$ cat src/sv/rgbfb_pkg.sv
// rgbfb_pkg: shared types, constants and lookup functions for the RGB matrix
// duty framebuffer. No dependencies; imported by all modules but rgbfb_ram.
`timescale 1ns / 1ps

package rgbfb_pkg;

  // Matrix geometry
  localparam int COLUMNS   = 16;
  localparam int ROWS      = 6;
  localparam int ROW_CHANS = 3;
  localparam int CHANS     = ROWS * ROW_CHANS;     // duty entries per column
  localparam int DEPTH     = COLUMNS * CHANS;      // duty store entries
  localparam int ADDR_W    = $clog2(DEPTH);
  localparam int VROWS     = COLUMNS * ROWS;       // pixel rows with a valid bit
  localparam int VIDX_W    = $clog2(VROWS);

  // Intensity scaling: duty = (v * 75) >> 4
  localparam logic [6:0] SCALE_MUL   = 7'd75;
  localparam int         SCALE_SHIFT = 4;

  // Command codes
  localparam logic [1:0] CMD_CLEAR = 2'd0;
  localparam logic [1:0] CMD_SET   = 2'd1;
  localparam logic [1:0] CMD_LOAD  = 2'd2;

  // Configuration register indexes
  localparam logic REG_PERIOD = 1'b0;
  localparam logic REG_INVERT = 1'b1;

  localparam logic [15:0] PERIOD_RST = 16'd1200;
  localparam logic        INVERT_RST = 1'b1;

  // Channel step counter
  localparam logic [4:0] LAST_CHAN = 5'(CHANS - 1);
  localparam logic [4:0] LAST_COLOR = 5'(ROW_CHANS - 1);

  typedef enum logic [1:0] {
    ST_IDLE,
    ST_SET,
    ST_LOAD
  } rgbfb_state_t;

  // Controller to datapath
  typedef struct packed {
    logic       capture;  // latch command fields
    logic       clear;    // drop all stored pixels, latch off duty
    logic       write;    // write one color of the latched pixel
    logic       read;     // read one channel of the latched column
    logic [4:0] step;     // color or channel index
  } rgbfb_ctrl_t;

  // Datapath to controller
  typedef struct packed {
    logic is_clear;
    logic set_ok;
    logic load_ok;
  } rgbfb_stat_t;

  // Scaled duty, optionally inverted against the period (wraps mod 2^16)
  function automatic logic [15:0] scale_duty(input logic [7:0] v,
                                             input logic [15:0] period,
                                             input logic inv);
    logic [14:0] prod;
    logic [15:0] s;
    prod = 15'(v) * 15'(SCALE_MUL);
    s    = 16'(prod >> SCALE_SHIFT);
    return inv ? (period - s) : s;
  endfunction

  // Pixel row that owns a channel index
  function automatic logic [2:0] chan_row(input logic [4:0] ch);
    logic [2:0] r;
    case (ch)
      5'd0, 5'd1, 5'd2:    r = 3'd0;
      5'd3, 5'd4, 5'd5:    r = 3'd1;
      5'd6, 5'd7, 5'd8:    r = 3'd2;
      5'd9, 5'd10, 5'd11:  r = 3'd3;
      5'd12, 5'd13, 5'd14: r = 3'd4;
      default:             r = 3'd5;
    endcase
    return r;
  endfunction

  // Factory channel order: group 2 pins 0-5, group 1 pins 0-5,
  // group 0 pins 3-5, group 0 pins 0-2
  function automatic logic [1:0] chan_group(input logic [4:0] ch);
    logic [1:0] g;
    if (ch < 5'd6)       g = 2'd2;
    else if (ch < 5'd12) g = 2'd1;
    else                 g = 2'd0;
    return g;
  endfunction

  function automatic logic [2:0] chan_pin(input logic [4:0] ch);
    logic [2:0] p;
    case (ch)
      5'd0, 5'd6, 5'd15:  p = 3'd0;
      5'd1, 5'd7, 5'd16:  p = 3'd1;
      5'd2, 5'd8, 5'd17:  p = 3'd2;
      5'd3, 5'd9, 5'd12:  p = 3'd3;
      5'd4, 5'd10, 5'd13: p = 3'd4;
      default:            p = 3'd5;
    endcase
    return p;
  endfunction

endpackage

$ cat src/sv/rgb_matrix_duty_framebuffer_unit.sv
// rgb_matrix_duty_framebuffer_unit: top level of the RGB matrix duty framebuffer.
// Depends on rgbfb_pkg, rgbfb_ctrl, rgbfb_datapath (which holds rgbfb_ram).
`timescale 1ns / 1ps
//
// Channel   Handshake          Payload
// --------  -----------------  ----------------------------------------------
// command   start & !busy      command, row, column, red, green, blue
// result    valid (1 cycle)    pwm_group, pwm_pin, duty, last
// config    cfg_we             cfg_addr (0 period, 1 invert), cfg_wdata
//
// Clear does not raise busy: row valid bits drop at once, unwritten rows read as
// the latched off duty. Set holds busy for one store write per color, so a new
// set is taken only after its last write. Load holds busy for one store read
// per channel; results follow in the cycle after each read, one transfer per
// cycle, the last one in the idle cycle that takes the next command. A new load
// is therefore taken only after the last channel of the column has been read.
// Reset is synchronous; the store itself is not swept, the row valid bits
// stand in for it. The receiver cannot stall: each result shows for one cycle.

module rgb_matrix_duty_framebuffer_unit (
  input  logic        clk,
  input  logic        rst,
  // command
  input  logic        start,
  output logic        busy,
  input  logic [1:0]  command,
  input  logic [2:0]  row,
  input  logic [4:0]  column,
  input  logic [7:0]  red,
  input  logic [7:0]  green,
  input  logic [7:0]  blue,
  // configuration
  input  logic        cfg_we,
  input  logic        cfg_addr,
  input  logic [15:0] cfg_wdata,
  // results
  output logic        valid,
  output logic [1:0]  pwm_group,
  output logic [2:0]  pwm_pin,
  output logic [15:0] duty,
  output logic        last
);

  import rgbfb_pkg::*;

  rgbfb_ctrl_t ctrl;
  rgbfb_stat_t stat;

  rgbfb_ctrl u_ctrl (
    .clk   (clk),
    .rst   (rst),
    .start (start),
    .busy  (busy),
    .stat  (stat),
    .ctrl  (ctrl)
  );

  rgbfb_datapath u_dp (
    .clk       (clk),
    .rst       (rst),
    .cfg_we    (cfg_we),
    .cfg_addr  (cfg_addr),
    .cfg_wdata (cfg_wdata),
    .command   (command),
    .row       (row),
    .column    (column),
    .red       (red),
    .green     (green),
    .blue      (blue),
    .ctrl      (ctrl),
    .stat      (stat),
    .valid     (valid),
    .pwm_group (pwm_group),
    .pwm_pin   (pwm_pin),
    .duty      (duty),
    .last      (last)
  );

endmodule

$ cat src/sv/rgbfb_ram.sv
// rgbfb_ram: generic single-write, single-read RAM with registered read data.
// No dependencies.
`timescale 1ns / 1ps

module rgbfb_ram #(
  parameter int WIDTH = 16,
  parameter int DEPTH = 288
) (
  input  logic                     clk,
  input  logic                     we,
  input  logic [$clog2(DEPTH)-1:0] waddr,
  input  logic [WIDTH-1:0]         wdata,
  input  logic                     re,
  input  logic [$clog2(DEPTH)-1:0] raddr,
  output logic [WIDTH-1:0]         rdata
);

  logic [WIDTH-1:0] mem [DEPTH];

  always_ff @(posedge clk) begin
    if (we) begin
      mem[waddr] <= wdata;
    end
    if (re) begin
      rdata <= mem[raddr];
    end
  end

endmodule

$ cat src/sv/rgbfb_ctrl.sv
// rgbfb_ctrl: command sequencer. Steps set-pixel writes and column-load reads.
// Depends on rgbfb_pkg.
`timescale 1ns / 1ps

module rgbfb_ctrl (
  input  logic                 clk,
  input  logic                 rst,
  input  logic                 start,
  output logic                 busy,
  input  rgbfb_pkg::rgbfb_stat_t stat,
  output rgbfb_pkg::rgbfb_ctrl_t ctrl
);

  import rgbfb_pkg::*;

  rgbfb_state_t state, state_next;
  logic [4:0]   step, step_next;

  // State and step counter
  always_ff @(posedge clk) begin
    if (rst) begin
      state <= ST_IDLE;
      step  <= '0;
    end else begin
      state <= state_next;
      step  <= step_next;
    end
  end

  // Next state and commands
  always_comb begin
    state_next   = state;
    step_next    = step;
    ctrl         = '0;
    ctrl.step    = step;
    unique case (state)
      ST_IDLE: begin
        step_next = '0;
        if (start) begin
          if (stat.is_clear) begin
            ctrl.clear = 1'b1;
          end else if (stat.set_ok) begin
            ctrl.capture = 1'b1;
            state_next   = ST_SET;
          end else if (stat.load_ok) begin
            ctrl.capture = 1'b1;
            state_next   = ST_LOAD;
          end
        end
      end
      ST_SET: begin
        ctrl.write = 1'b1;
        step_next  = step + 5'd1;
        if (step == LAST_COLOR) begin
          state_next = ST_IDLE;
          step_next  = '0;
        end
      end
      ST_LOAD: begin
        ctrl.read = 1'b1;
        step_next = step + 5'd1;
        if (step == LAST_CHAN) begin
          state_next = ST_IDLE;
          step_next  = '0;
        end
      end
      default: begin
        state_next = ST_IDLE;
        step_next  = '0;
      end
    endcase
  end

  assign busy = (state != ST_IDLE);

  // Checks
  a_set_step: assert property (@(posedge clk) disable iff (rst)
    state == ST_SET |-> step <= LAST_COLOR)
    else $error("set step out of range");

  a_load_step: assert property (@(posedge clk) disable iff (rst)
    state == ST_LOAD |-> step <= LAST_CHAN)
    else $error("load step out of range");

  a_load_end: assert property (@(posedge clk) disable iff (rst)
    (state == ST_LOAD && step == LAST_CHAN) |=> state == ST_IDLE)
    else $error("load did not end after last channel");

endmodule

$ cat src/sv/rgbfb_datapath.sv
// rgbfb_datapath: config registers, pixel latch, duty scaling, duty store
// with per-row valid bits, and result registers. Depends on rgbfb_pkg, rgbfb_ram.
`timescale 1ns / 1ps

module rgbfb_datapath (
  input  logic                   clk,
  input  logic                   rst,
  // configuration
  input  logic                   cfg_we,
  input  logic                   cfg_addr,
  input  logic [15:0]            cfg_wdata,
  // command fields
  input  logic [1:0]             command,
  input  logic [2:0]             row,
  input  logic [4:0]             column,
  input  logic [7:0]             red,
  input  logic [7:0]             green,
  input  logic [7:0]             blue,
  // control
  input  rgbfb_pkg::rgbfb_ctrl_t ctrl,
  output rgbfb_pkg::rgbfb_stat_t stat,
  // results
  output logic                   valid,
  output logic [1:0]             pwm_group,
  output logic [2:0]             pwm_pin,
  output logic [15:0]            duty,
  output logic                   last
);

  import rgbfb_pkg::*;

  logic [15:0]       pwm_period;
  logic              invert_duty;
  logic [15:0]       clear_duty;
  logic [VROWS-1:0]  row_valid;
  logic [2:0]        row_q;
  logic [4:0]        col_q;
  logic [7:0]        red_q, green_q, blue_q;
  logic              out_stb;
  logic [4:0]        out_idx;
  logic              rd_valid;

  logic [7:0]        color;
  logic [15:0]       wr_duty;
  logic [ADDR_W-1:0] col_base;
  logic [ADDR_W-1:0] offset;
  logic [ADDR_W-1:0] addr;
  logic [VIDX_W-1:0] vbase;
  logic [VIDX_W-1:0] set_vidx;
  logic [VIDX_W-1:0] rd_vidx;
  logic [15:0]       rdata;

  // Command decode for the sequencer
  always_comb begin
    stat.is_clear = (command == CMD_CLEAR);
    stat.set_ok   = (command == CMD_SET) && (row < 3'(ROWS))
                    && (6'(column) < 6'(COLUMNS));
    stat.load_ok  = (command == CMD_LOAD) && (6'(column) < 6'(COLUMNS));
  end

  // Configuration registers
  always_ff @(posedge clk) begin
    if (rst) begin
      pwm_period  <= PERIOD_RST;
      invert_duty <= INVERT_RST;
    end else if (cfg_we) begin
      if (cfg_addr == REG_PERIOD) begin
        pwm_period <= cfg_wdata;
      end else begin
        invert_duty <= cfg_wdata[0];
      end
    end
  end

  // Command field latch
  always_ff @(posedge clk) begin
    if (ctrl.capture) begin
      row_q   <= row;
      col_q   <= column;
      red_q   <= red;
      green_q <= green;
      blue_q  <= blue;
    end
  end

  // Color select and scaling for the current write
  always_comb begin
    case (ctrl.step[1:0])
      2'd0:    color = red_q;
      2'd1:    color = green_q;
      default: color = blue_q;
    endcase
  end

  assign wr_duty = scale_duty(color, pwm_period, invert_duty);

  // Store addressing: column base plus row/color or channel offset
  assign col_base = ADDR_W'(col_q) * ADDR_W'(CHANS);
  assign offset   = ctrl.write ? (ADDR_W'(row_q) * ADDR_W'(ROW_CHANS) + ADDR_W'(ctrl.step))
                               : ADDR_W'(ctrl.step);
  assign addr     = col_base + offset;

  assign vbase    = VIDX_W'(col_q) * VIDX_W'(ROWS);
  assign set_vidx = vbase + VIDX_W'(row_q);
  assign rd_vidx  = vbase + VIDX_W'(chan_row(ctrl.step));

  // Row valid bits: a row never set since reset or clear reads as clear_duty
  always_ff @(posedge clk) begin
    if (rst) begin
      row_valid  <= '0;
      clear_duty <= '0;
    end else if (ctrl.clear) begin
      row_valid  <= '0;
      clear_duty <= invert_duty ? pwm_period : 16'd0;
    end else if (ctrl.write && ctrl.step == LAST_COLOR) begin
      row_valid[set_vidx] <= 1'b1;
    end
  end

  rgbfb_ram #(
    .WIDTH (16),
    .DEPTH (DEPTH)
  ) u_store (
    .clk   (clk),
    .we    (ctrl.write),
    .waddr (addr),
    .wdata (wr_duty),
    .re    (ctrl.read),
    .raddr (addr),
    .rdata (rdata)
  );

  // Result stage, aligned with the registered store read
  always_ff @(posedge clk) begin
    if (rst) begin
      out_stb <= 1'b0;
    end else begin
      out_stb <= ctrl.read;
    end
  end

  always_ff @(posedge clk) begin
    if (ctrl.read) begin
      out_idx  <= ctrl.step;
      rd_valid <= row_valid[rd_vidx];
    end
  end

  assign valid     = out_stb;
  assign pwm_group = chan_group(out_idx);
  assign pwm_pin   = chan_pin(out_idx);
  assign duty      = rd_valid ? rdata : clear_duty;
  assign last      = (out_idx == LAST_CHAN);

  // Checks
  a_idx_range: assert property (@(posedge clk) disable iff (rst)
    out_stb |-> out_idx <= LAST_CHAN)
    else $error("result channel out of range");

  a_gap_after_last: assert property (@(posedge clk) disable iff (rst)
    (out_stb && out_idx == LAST_CHAN) |=> !out_stb)
    else $error("result transfer right after last of a column");

  a_rw_excl: assert property (@(posedge clk) disable iff (rst)
    !(ctrl.write && ctrl.read))
    else $error("store written and read in one cycle");

endmodule

$ cat config.mk
export PLATFORM = sky130hd
export DESIGN_NAME = rgb_matrix_duty_framebuffer_unit
export DESIGN_NICKNAME = d
export VERILOG_FILES = /design/src/sv/rgbfb_pkg.sv /design/src/sv/rgb_matrix_duty_framebuffer_unit.sv /design/src/sv/rgbfb_ram.sv /design/src/sv/rgbfb_ctrl.sv /design/src/sv/rgbfb_datapath.sv
export SDC_FILE = /design/constraint.sdc
export NUM_CORES = 2
export LEC_CHECK = 0
export BUFFER_PORTS_ARGS = -buffer_cell sky130_fd_sc_hd__buf_2
export CORE_UTILIZATION = 57
export DETAILED_ROUTE_END_ITERATION = 10
export PLACE_DENSITY = 0.76
export SLEW_MARGIN = 20
export SYNTH_ARGS = -nofsm -noshare
export SYNTH_HDL_FRONTEND = slang
export SYNTH_HIERARCHICAL = 1
export SYNTH_MEMORY_MAX_BITS = 65536
export SYNTH_SLANG_ARGS = --single-unit
$ cat constraint.sdc
create_clock -name clk -period 18.2 [get_ports clk]
set_input_delay 0.91 -clock clk [delete_from_list [all_inputs] [get_ports clk]]
set_output_delay 0.91 -clock clk [all_outputs]
set_load 0.03 [all_outputs]
Word level (Yosys, flattened, before mapping)
Memories as Yosys holds them, arrays and structs flattened. A register that Yosys moved wholly into a read port is not among the register bits.
Index checks and enable logic that the tools add are counted.
Word-level totals
  register bits after elaboration: 175
  RAM bits: 4608
  memory bits (read-only): 144
  input port bits: 55
  output and inout port bits: 24
  memories: 3
Memory list
  u_dp.u_store.mem: depth 288, bits a word 16, rd ports 1, clocked after memory_dff 1, wr ports 1, RTL line rgbfb_ram.sv:18  | logic [WIDTH-1:0] mem [DEPTH];
  (name not given): depth 32, bits a word 3, rd ports 1, clocked after memory_dff 1, wr ports 0, RTL line rgbfb_pkg.sv:96  | case (ch)
  (name not given): depth 16, bits a word 3, rd ports 1, clocked after memory_dff 1, wr ports 0, RTL line rgbfb_pkg.sv:73  | case (ch)
Operators by class
  $add $sub $neg: 6
  $mul: 4
  magnitude comparators: 7
  equality and inequality tests: 13
  multiplexer cells: 34
  bitwise operators: 2
  reductions and logical operators: 13
Operators with widths (count)
  bitwise OR 96 bit: 1
  2-to-1 mux 16 bit: 3
  2-to-1 mux 2 bit: 9
  less-than comparator 7 x 8 -> 1 bit, second input constant: 2
  case mux 8 bit (2 select lines): 1
  subtractor 16 x 11 -> 16 bit: 1
  multiplier 8 x 7 -> 15 bit, second input constant: 1
  2-to-1 mux 5 bit: 3
  adder 7 x 3 -> 7 bit: 2
  2-to-1 mux 1 bit: 11
  equality test 5 bit, second input constant: 2
  case mux 5 bit (2 select lines): 1
  adder 9 bit: 1
  2-to-1 mux 9 bit: 1
  multiplier 5 x 4 -> 8 bit, second input constant: 1
  binary-select mux 1 bit (select 7 bit): 1
  demux 1 bit (select 7 bit): 1
  greater-or-equal comparator 7 x 1 -> 1 bit, second input constant: 1
  adder 5 x 5 -> 6 bit: 1
  equality test 2 x 1 -> 1 bit, second input constant: 3
  zero test 2 bit: 3
  multiplier 5 x 2 -> 6 bit, second input constant: 1
  case mux 2 bit (3 select lines): 1
  adder 5 x 1 -> 5 bit, second input constant: 1
  other kinds (18): 26

Depth between registers and ports, before layout
  depth in word-level cells: 8
  depth in mapped cells: 27
  mapped depth without buffers: 25

Cells and area by module
Netlist, hierarchy kept.
By module, submodules not included
  rgbfb_ram: instances 1, cells an instance 8424, area each 178832.8 um^2, sequential area each 138853.2 um^2
  rgbfb_datapath: instances 1, cells an instance 955, area each 9370.2 um^2, sequential area each 3803.6 um^2
  rgbfb_ctrl: instances 1, cells an instance 43, area each 435.4 um^2, sequential area each 140.1 um^2

Least setup slack after synthesis
Ideal clock, no wire load.
  path type: register to register
  from: register u_ctrl.step[0]
  to: memory u_dp.u_store.mem[0][12], data pin
  setup time: 2488 ps
  data arrival time: 17339 ps
  setup slack: -1627 ps
  stages on the path, launching flop included: 25
  path buffers: 1
  clock period less this slack: 19827 ps
  cells stage by stage: dfxtp_1 buf_1 mux2i_1 o21ai_0 ha_1 ha_1 ha_1 inv_1 fa_1 inv_1 ha_1 or4_1 nor2_1 a21oi_1 a21oi_1 xor2_1 ha_1 nand2_1 o21ai_0 o41ai_1 nor2_1 mux2_2 a221o_1 o2111a_1 o31ai_1
On the way
  word-level cells in the longest chain between the ends: 5
  elaborated cells between the ends (all ways): 6
Ends and longest elaborated chain
  start: declaration: RTL line rgbfb_ctrl.sv:17  | logic [4:0] step, step_next;
  start signal: assignment: RTL line rgbfb_ctrl.sv:26  | step <= step_next;
  equality test 2 x 1 -> 1 bit / zero test 2 bit (equally long branches): RTL line rgbfb_datapath.sv:88  | case (ctrl.step[1:0])
  case mux 8 bit (2 select lines) *: RTL line rgbfb_datapath.sv:88
  multiplier 8 x 7 -> 15 bit *: RTL line rgbfb_pkg.sv:65  | prod = 15'(v) * 15'(SCALE_MUL);
  subtractor 16 x 11 -> 16 bit *: RTL line rgbfb_pkg.sv:67  | return inv ? (period - s) : s;
  2-to-1 mux 16 bit *: RTL line rgbfb_pkg.sv:67
  via u_dp.wr_duty[12]: RTL line rgbfb_datapath.sv:44  | logic [15:0] wr_duty;
  end: declaration: RTL line rgbfb_ram.sv:18
The timed path passes the listed nets; every way through them passes the cells marked *.

Worst setup path after layout
  from: register u_ctrl.step[1]
  to: register u_dp.u_store.rdata[2], read port of u_dp.u_store.mem, data pin
On the way
  word-level cells in the longest chain between the ends: 3
Ends and longest elaborated chain
  adder 5 x 5 -> 6 bit: RTL line rgbfb_datapath.sv:99  | assign offset = ctrl.write ? (ADDR_W'(row_q) * ADDR_W'(ROW_CHANS) + ADDR_W'(ctrl.step))
  2-to-1 mux 9 bit *: RTL line rgbfb_datapath.sv:99
  adder 9 bit *: RTL line rgbfb_datapath.sv:101  | assign addr = col_base + offset;
  via u_dp.addr[2]: RTL line rgbfb_datapath.sv:47  | logic [ADDR_W-1:0] addr;
  end: declaration: RTL line rgbfb_ram.sv:15  | output logic [WIDTH-1:0] rdata
Marks and branches as above.
A chain may end at the register's enable or synchronous reset.

==> run_results.csv <==
group,metric,value,unit
grt,track_usage,0.3084,
setup_path,cp_slowest_stage_delay,1.34,ns
drt,postRouteAntennaNets,0,
synth,yosysMostFrequentCell,"edfxtp_1",
setup_path,reg2reg_slack,9.04,ns
cts,cts_resized,0,
setup_path,rr_worst_depth,17,
setup_path,arrival,9.89,ns
sta,setup_viol,0,
synth,synth_commonest_cells,"edfxtp_1 (4662), mux4_2 (918), mux2i_1 (733)",
synth,synth_nets,9566,
sta,clock.fmax,109.2,MHz
finish,drive_gt1_frac,0.2242,
cts,cts_buffer_depth,4,
synth,synth_seq_cells,4802,
synth,synth_edf_count,4662,
synth,avgSynthCellArea,20.02,um^2
drt,wirelength,516600,um
synth,synth-main-ff-cell,"edfxtp_1",
die,coreArea,328200,um^2
die,num_io_pins,79,
cts,cts_made_buffers,452,
setup_path,crit_slowest_cell,"fa_4",
run,max_cap_violations,0,
synth,yosys.cell_types.count,92,
finish,fill_cells,20800,
status,outcome,"finished, final reports clean",
pwr,p_per_area,119.2,nW/um^2
worst_hold_path,holdPathEnd,"u_dp/blue_q[4]$_DFFE_PP_",
grt,first_global_vias,100200,
finish,utilization,0.6410,
sta,rsz0062_at_grt,"false",
placed_design,portBuffers,78,
die,initial_utilization,0.5748,
cts,root_buffer,"clkbuf_16",
drt,vias,101800,
setup_path,cp_max_fo,105,
setup_path,path_common_cell,"buf_4",
grt,globalRouteOverflowTotal,0,
grt,antenna_found_initial,30,
synth,synth_top_area_frac,0.7421,
synth,syn_area,188600,um^2
cts,clk_pin_slew,0.06,ns
drt,dr.first_iter.drc_count,16560,
die,die_x,577.3,um
worst_hold_path,min_from,"blue[4]",
sta,post-route-period-util,0.5031,
drt,drt-pass1-iter-count,6,
sta,hold_ws,0.08160,ns
cts,clock_latency,1.02,ns
die,fp-row-count,210,
setup_path,worst-path-buf-inv,5,
finish,area_growth_syn_to_layout,11.51,%
pwr,ir_drop,0.1444,mV
cts,cts_hold_buf,0,
sta,timing.slew.headroom,0.1303,
cts,cts_max_level,5,
sta,worst_slew_pin_slew,1.300,ns
synth,ys.warnings.count,6,
drt,post_drt_wl_per_cell,35.31,um
grt,grt_max_degree,218,
drt,viasPerCell,6.960,
setup_path,end_kind,"flop",
sta,hold_viol,0,
pwr,finalPower,25.07,mW
finish,design_area,210400,um^2
finish,finalNetCount,10040,
die,dieArea,333200,um^2
setup_path,r2r-end,"u_dp/u_store/rdata[2]$_DFFE_PP_",
worst_hold_path,holdPathStages,1,
worst_hold_path,min_path_type,"input port to flop",
pwr,leakagePower,64.59,nW
synth,post-synth-top-area-cell,"edfxtp_1",
placed_design,dpl_cell_area,195600,um^2
placed_design,place_congestion,0.9243,
sta,min_period,9.157,ns
setup_path,cp.required,18.94,ns
cts,cts_tree,"yes",
placed_design,detailed_place_hpwl,297100,um
synth,ys_seq_area_frac,0.7570,
setup_path,path_class,"flop to flop",
sta,skew,0.07603,ns
die,die_h,577.3,um
setup_path,r2r_start,"u_ctrl/step[1]$_SDFF_PP0_",
sta,slew_viol_final,0,
cts,cts_sinks,4802,
setup_path,crit_chain,"buf_4, fa_1, ha_1, fa_1, nand2_1, o21ai_0, fa_4, buf_4, buf_4, or2_4, buf_12, o221ai_1, and3_1, o311ai_0, nor4_1, buf_4, or4_1",
synth,synthArstFlopShare,0,
setup_path,start_kind,"flop",
grt,grt_pass1_wl,730000,um
cts,postCtsSetupRepairBufs,0,
drt,drc,0,
synth,syn_inst,9422,
setup_path,crit_family,"buffers and inverters",
synth,yosys-top-cells-area,"edfxtp_1 (74%), mux4_2 (11%), mux2i_1 (3.9%)",
-- worst max-delay path by stage --
stage,startpoint,end,slack (ns),cells past startpoint
CTS,u_ctrl/step[0]$_SDFF_PP0_,u_dp/u_store/mem[227][14]$_DFFE_PP_,9.17,25
detailed placement,u_ctrl/step[0]$_SDFF_PP0_,u_dp/u_store/mem[172][14]$_DFFE_PP_,9.22,25
floorplan,u_ctrl/step[0]$_SDFF_PP0_,u_dp/u_store/mem[0][12]$_DFFE_PP_,-1.63,24
global route,u_ctrl/step[0]$_SDFF_PP0_,u_dp/u_store/mem[12][14]$_DFFE_PP_,8.81,25
finish,u_ctrl/step[1]$_SDFF_PP0_,u_dp/u_store/rdata[2]$_DFFE_PP_,9.04,17
global placement,u_ctrl/step[1]$_SDFF_PP0_,u_dp/u_store/rdata[2]$_DFFE_PP_,9.26,17
-- layer usage --
metal	wire length, um	GRT usage	up-vias
met4	25120	0.1287	20
met3	79490	0.09515	1299
met2	235400	0.4675	8447
li1	-	-	40030
met5	122	0	-
met1	176500	0.4195	52030
-- layout make-up --
class | instances | area [um^2] | area share
Sequential cell | 4802 | 142800 | 0.6788
Timing Repair Buffer | 566 | 4329 | 0.02058
Multi-Input combinational cell | 4026 | 43010 | 0.2044
Clock inverter | 285 | 2603 | 0.01237
Antenna cell | 14 | 35.03 | 0.0001665
Inverter | 44 | 180.2 | 0.0008565
Tap cell | 4346 | 5438 | 0.02585
Clock buffer | 548 | 11970 | 0.05690
-- cells in the final DEF, fill, tap and decap left out, types with 39 or more instances in the layout --
| cell type | instances |
|---|---|
| bufinv_16 | 39 |
| mux4_2 | 918 |
| nor2_2 | 58 |
| clkinv_2 | 83 |
| nor3_1 | 92 |
| o22ai_1 | 193 |
| edfxtp_1 | 4662 |
| clkbuf_1 | 71 |
| ha_1 | 72 |
| buf_2 | 78 |
| nand2_1 | 216 |
| nand3_1 | 57 |
| o221ai_1 | 260 |
| a31oi_1 | 41 |
| dfxtp_1 | 140 |
| nor2_1 | 470 |
| o21ai_0 | 99 |
| clkinv_1 | 110 |
| buf_4 | 466 |
| inv_1 | 39 |
| clkbuf_16 | 460 |
| mux2i_1 | 730 |
| a21oi_1 | 311 |
-- registers in the layout, summed over array words and instances, names as in the netlist, 5 cells and up --
signal / flops
u_ctrl/step: 5
u_dp/blue_q: 8
u_dp/clear_duty: 16
u_dp/col_q: 5
u_dp/green_q: 8
u_dp/out_idx: 5
u_dp/pwm_period: 16
u_dp/red_q: 8
u_dp/row_valid: 96
u_dp/u_store/mem: 4608
u_dp/u_store/rdata: 16
-- power by group --
| group | internal, mW | switching [mW] |
|---|---|---|
| registers | 13.5 | 0.00844 |
| clock network | 5.23 | 4.07 |
| logic | 0.311 | 1.94 |
| total | 19.1 | 6.01 |
-- metrics by stage --
stage,setup slack [ns],setup TNS (ns),instances
after floorplan,-1.627,-937.22,9422
after global placement,9.257,0,13780
after detailed placement,9.224,0,13780
after CTS,9.171,0,14610
after global routing,8.812,0,14620
final,9.043,0,14630
-- cell families (layout without fill, tap and decap cells) --
kind of cell,Yosys count,after routing,synth area share
AOI/OAI and AO/OA,1145,1145,0.04128
xor gates and xnor gates,41,41,0.001904
adders and majority gates,92,92,0.006666
buffers and inverters,594,1443,0.01818
DFF,4802,4802,0.7570
muxes,1680,1680,0.1502
other,0,14,0
and+or+nand+nor,1068,1068,0.02475
Power figures use the tool's default switching activity.
